$ cat src/olt_pkg.sv
// Package for the offset/line table: command codes and shared constants.
// No dependencies.
`timescale 1ns / 1ps
`default_nettype none
package olt_pkg;
    localparam int LINE_OUT_W = 24;
    localparam int CMD_W      = 2;

    localparam logic [CMD_W-1:0] CMD_RECORD  = 2'd0;
    localparam logic [CMD_W-1:0] CMD_LOOKUP  = 2'd1;
    localparam logic [CMD_W-1:0] CMD_NEAREST = 2'd2;

    typedef enum logic [1:0] {
        OP_RECORD,
        OP_LOOKUP,
        OP_NEAREST,
        OP_NONE
    } t_op;
endpackage
`default_nettype wire

$ cat src/olt_if.sv
// Valid/ready channel interfaces for items entering and results leaving the table.
// No dependencies.
`timescale 1ns / 1ps
`default_nettype none
interface olt_in_if #(
    parameter int OFFSET_BITS = 32,
    parameter int LINE_BITS   = 24
);
    logic                   valid;
    logic                   ready;
    logic [1:0]             cmd;
    logic [OFFSET_BITS-1:0] offset;
    logic [LINE_BITS-1:0]   line;
    modport source (output valid, cmd, offset, line, input ready);
    modport sink   (input valid, cmd, offset, line, output ready);
endinterface

`default_nettype wire

$ cat src/olt_front.sv
// Front end: accepts items, decodes the command and queues them two deep.
// Depends on olt_pkg and olt_if.
`timescale 1ns / 1ps
`default_nettype none
module olt_front #(
    parameter int OFFSET_BITS = 32,
    parameter int LINE_BITS   = 24
) (
    input  wire logic                   i_clk,
    input  wire logic                   i_rst_n,
    olt_in_if.sink                      i_in,
    output logic                        o_q_valid,
    input  wire logic                   i_q_pop,
    output olt_pkg::t_op                o_q_op,
    output logic [OFFSET_BITS-1:0]      o_q_key,
    output logic [LINE_BITS-1:0]        o_q_line
);
    import olt_pkg::*;

    t_op                    r_op   [2];
    logic [OFFSET_BITS-1:0] r_key  [2];
    logic [LINE_BITS-1:0]   r_line [2];
    logic                   r_wp, r_rp;
    logic [1:0]             r_cnt;
    t_op                    w_op;
    logic                   w_push, w_pop;

    // Classify the command
    always_comb begin
        unique case (i_in.cmd)
            CMD_RECORD:  w_op = OP_RECORD;
            CMD_LOOKUP:  w_op = OP_LOOKUP;
            CMD_NEAREST: w_op = OP_NEAREST;
            default:     w_op = OP_NONE;
        endcase
    end

    assign i_in.ready = (r_cnt != 2'd2);
    assign w_push     = i_in.valid && i_in.ready;
    assign w_pop      = i_q_pop && (r_cnt != 2'd0);
    assign o_q_valid  = (r_cnt != 2'd0);
    assign o_q_op     = r_op[r_rp];
    assign o_q_key    = r_key[r_rp];
    assign o_q_line   = r_line[r_rp];

    // Store items in the queue
    always_ff @(posedge i_clk) begin
        if (w_push) begin
            r_op[r_wp]   <= w_op;
            r_key[r_wp]  <= i_in.offset;
            r_line[r_wp] <= i_in.line;
        end
    end

    // Advance queue pointers
    always_ff @(posedge i_clk) begin
        if (!i_rst_n) begin
            r_wp  <= 1'b0;
            r_rp  <= 1'b0;
            r_cnt <= 2'd0;
        end else begin
            if (w_push) r_wp <= ~r_wp;
            if (w_pop)  r_rp <= ~r_rp;
            r_cnt <= r_cnt + {1'b0, w_push} - {1'b0, w_pop};
        end
    end
endmodule
`default_nettype wire

$ cat src/flat_wrapper.sv
// flat-port wrapper written by rule: the top's interface ports become plain ports
module olt_front_flat import olt_pkg::*;
#(
    parameter int OFFSET_BITS = 32,
    parameter int LINE_BITS   = 24
)
  (i_clk, i_rst_n, o_q_valid, i_q_pop, o_q_op, o_q_key, o_q_line, i_in_valid, i_in_cmd, i_in_offset, i_in_line, i_in_ready);
  olt_in_if #(.OFFSET_BITS(OFFSET_BITS), .LINE_BITS(LINE_BITS)) i_in_i ();
  input  wire logic i_clk;
  input  wire logic i_rst_n;
  output logic o_q_valid;
  input  wire logic i_q_pop;
  output olt_pkg::t_op o_q_op;
  output logic [OFFSET_BITS-1:0] o_q_key;
  output logic [LINE_BITS-1:0] o_q_line;
  input wire logic [$bits(i_in_i.valid)-1:0] i_in_valid;
  input wire logic [$bits(i_in_i.cmd)-1:0] i_in_cmd;
  input wire logic [$bits(i_in_i.offset)-1:0] i_in_offset;
  input wire logic [$bits(i_in_i.line)-1:0] i_in_line;
  output wire logic [$bits(i_in_i.ready)-1:0] i_in_ready;
  assign i_in_i.valid = i_in_valid;
  assign i_in_i.cmd = i_in_cmd;
  assign i_in_i.offset = i_in_offset;
  assign i_in_i.line = i_in_line;
  assign i_in_ready = i_in_i.ready;
  olt_front #(.OFFSET_BITS(OFFSET_BITS), .LINE_BITS(LINE_BITS)) u_core (.i_clk(i_clk), .i_rst_n(i_rst_n), .i_in(i_in_i), .o_q_valid(o_q_valid), .i_q_pop(i_q_pop), .o_q_op(o_q_op), .o_q_key(o_q_key), .o_q_line(o_q_line));
endmodule
$ cat config.mk
export PLATFORM = sky130hd
export DESIGN_NAME = olt_front_flat
export DESIGN_NICKNAME = d
export VERILOG_FILES = /design/src/olt_pkg.sv /design/src/olt_if.sv /design/src/olt_front.sv /design/src/flat_wrapper.sv
export SDC_FILE = /design/constraint.sdc
export NUM_CORES = 1
export LEC_CHECK = 0
export ABC_AREA = 1
export BUFFER_PORTS_ARGS = -buffer_cell sky130_fd_sc_hd__buf_2
export CELL_PAD_IN_SITES_DETAIL_PLACEMENT = 1
export CELL_PAD_IN_SITES_GLOBAL_PLACEMENT = 1
export CORE_MARGIN = 8
export CORE_UTILIZATION = 49
export CTS_BUF_LIST = sky130_fd_sc_hd__clkbuf_4
export CTS_CLUSTER_SIZE = 14
export DETAILED_ROUTE_END_ITERATION = 7
export GPL_ROUTABILITY_DRIVEN = 1
export PLACE_DENSITY_LB_ADDON = 0.1
export SLEW_MARGIN = 20
export SYNTH_ARGS = -nofsm -noshare
export SYNTH_HDL_FRONTEND = slang
export SYNTH_SLANG_ARGS = --single-unit
$ cat constraint.sdc
create_clock -name i_clk -period 10.46 [get_ports i_clk]
set_clock_uncertainty 0.15 [all_clocks]
set_input_delay 0 -clock i_clk [delete_from_list [all_inputs] [get_ports i_clk]]
set_output_delay 0 -clock i_clk [all_outputs]
set_load 0.005 [all_outputs]
==> summary.txt <==
Layout
  • # fillers: 840
  • Final Util: 0.674
  • Inserted Diodes: 0
  • Layout cells sized above 1: 0.503
  • Layout area overhead: 36.0%
  • FF/Latch Area: about 0.0036 mm2
  • Final nets: 480
  • Multi-input gate area: 850 um2
  • Post-route cell area: 0.00614 mm2

Critical path
  • Worst Path Required: 10.44 ns
  • Crit. End Element: flip-flop
  • CP Cell Sequence: inv_1 > nand2_1 > nand2_1 > nor2_4 > buf_4
  • Startpoint types: flip-flop
  • Critical path buffer and inverter count: 2
  • Crit path DAT: roughly 2.3 ns
  • Beginning of the critical path: u_core.r_cnt[0]
  • Cells on worst reg2reg path: 5
  • Family with the most delay on the worst path: simple AND/OR/NAND/NOR gates
  • Slowest-stage cell, CP: nor2_4
  • Worst Path Max Fanout: 34
  • Worst reg2reg path startpoint: u_core.r_cnt[0]
  • Most Frequent Cell on Critical Path: nand2_1
  • Critical path class: reg -> reg
  • CP peak stage delay: around 0.6 ns
  • CP Depth: 5

Timing
  • Worst Tran Pin Value: 0.886 ns
  • PnR worst setup slack: 8.17 ns
  • Min Hold Slack: 0.0817 ns
  • Peak Freq: approximately 0.44 GHz
  • Final period util: 0.219
  • Setup violators final: 0
  • Normalized max-slew margin: 0.409
  • Final Hold Vio Count: 0
  • RSZ-0062 raised after global routing: false
  • Tmin final: 2.29 ns
  • Setup TNS Final: 0 ns
  • Count of final max-slew check failures: 0

Placed design
  • Hpwl dp: 5.89 mm
  • # port buffers: 121
  • DP Worst Slack: 8.11 ns
  • Area post-placement: 0.00523 mm2
  • RD Place Congestion: 0.728

Floorplan
  • Die area: 0.0125 mm2
  • Chip width: 112 um
  • Core Area: 0.00911 mm2
  • Initial core utilization: 0.496
  • # rows: 35
  • DIE HEIGHT: 112 um
  • Io pins: 122

Global routing
  • Initial antenna violation count: 0
  • Vias in the first global route: approximately 3000
  • Gr usage total: 0.163
  • Grt total ovfl: 0
  • First-pass GRT wire length: roughly 16 mm
  • Largest net degree at the start of global routing: 59

Clocking
  • CTS resizes: 0
  • CTS tree: yes
  • CTS sink count: 121
  • CTS Buffer Depth: 2
  • Number of CTS-inserted buffers: 17
  • CTS clock-pin slew for the worst setup and hold paths: 0.11 ns
  • Htree depth: 4
  • Clk Latency, worst-skew pair: 0.48 ns
  • CTS root buffer: clkbuf_4

Synth
  • Largest cells by area after synthesis: edfxtp_1 77%, mux2_2 9.5%, mux2_4 6.7%
  • Average size of a mapped cell: roughly 21 um2
  • Area leader, netlist: edfxtp_1
  • Post-synth design cell area: approximately 0.0045 mm2
  • Synth Warn #: 0
  • Synth cell types: 13
  • Synth Instances: 220
  • Sequential-to-total area share from yosys stat: 0.794
  • Post-synth top area share: 0.771
  • Syn_nets: 284
  • Synth Register Bits: about 120

Run
  • Maxcap violations: 0

Route
  • DR vias: 2595
  • Wirelength per Cell: 18.2 um
  • DRT Pass-1 Iters: 4
  • DRC: 0
  • Routed Antenna Nets: 0
  • Number of vias per cell: 4.81
  • Initial DRC Count: between 90 and 100
  • WL final: 9.84 mm

Power
  • PD cells: 212 mW/mm2
  • Static leakage: 2.40 nW
  • VDD IR max: 0.162 mV

Run status
  • Status: finished, final reports clean

Hold path
  • Hold Path Class: in -> reg
  • Worst hold stages: 2
  • Worst Hold Launch: i_in_line[7]
## layer usage
metal | GRT usage | wire [um]
met5 | 0 | 0
met4 | 0.0459 | 88
met3 | 0.0687 | 584
met2 | 0.288 | 5240
met1 | 0.176 | 3920
## cells by family (layout without fill, tap and decap cells)
| logic type | after synthesis | count (layout) | synth area share |
|---|---|---|---|
| buffers and inverters | 17 | 226 | 0.0199 |
| muxes | 58 | 58 | 0.161 |
| DFF | 121 | 121 | 0.794 |
| adders and majority gates | 2 | 2 | 0.00554 |
| AOI/OAI and AO/OA | 2 | 2 | 0.00222 |
| and+or+nand+nor | 20 | 20 | 0.0175 |
## power by group
group | switching [W] | internal, W
sequential | 0.0000480 | 0.000620
clock | 0.000178 | 0.000149
combinational | 0.000134 | 0.000169
total | 0.000360 | 0.000939
## cells in the final DEF (no fill, tap or decap)
cell and count:
a21oi_1 2, buf_2 121, buf_4 2, bufinv_16 2
clkbuf_4 19, clkinv_2 1, clkinv_4 2, clkinvlp_4 5
dfxtp_1 4, dfxtp_4 1, dlygate4sd3_1 62, edfxtp_1 116
ha_1 2, inv_1 8, inv_2 1, inv_6 3
mux2_2 38, mux2_4 20, nand2_1 9, nand3_1 3
nor2_1 7, nor2_4 1
## metrics by stage
| step | power (W) | instances |
|---|---|---|
| floorplan | 0.000840 | 220 |
| global placement | 0.000956 | 446 |
| detailed placement | 0.000968 | 446 |
| CTS | 0.00132 | 540 |
| global route | 0.00136 | 540 |
| finish | 0.00130 | 540 |
## sequential cells by signal (all words and copies together) (netlist names), named ones only
signal and cells:
u_core.r_cnt 2, u_core.r_key 64, u_core.r_line 48, u_core.r_op 4, u_core.r_rp 1, u_core.r_wp 1
## what timing repair did
action | in CTS | in global routing
endpoints found under the hold margin | 145 | 0
buffers inserted | 0 | 0
hold buffers | 62 | 0
## cell usage after synthesis, drive strengths merged
master    n
a21oi     2
buf       6
clkbuf    2
dfxtp     5
edfxtp  116
ha        2
inv       9
mux2     58
nand2     9
nand3     3
nor2      8
## worst paths after layout
path | slack [ns] | endpoint
setup / recovery | 8.17 | u_core.r_key[0][20]
hold / removal | 0.08 | u_core.r_line[0][7]
setup reg to reg | 8.17 | u_core.r_key[0][20]
hold reg to reg | 0.40 | u_core.r_rp
## final cells by class
cell class / count / area share
Sequential cell: 121 / 0.584
Timing Repair Buffer: 185 / 0.202
Multi-Input combinational cell: 82 / 0.138
Clock inverter: 13 / 0.0238
Clock buffer: 19 / 0.0232
Tap cell: 111 / 0.0226
Inverter: 9 / 0.00550
(Power assumes the default switching activity.)
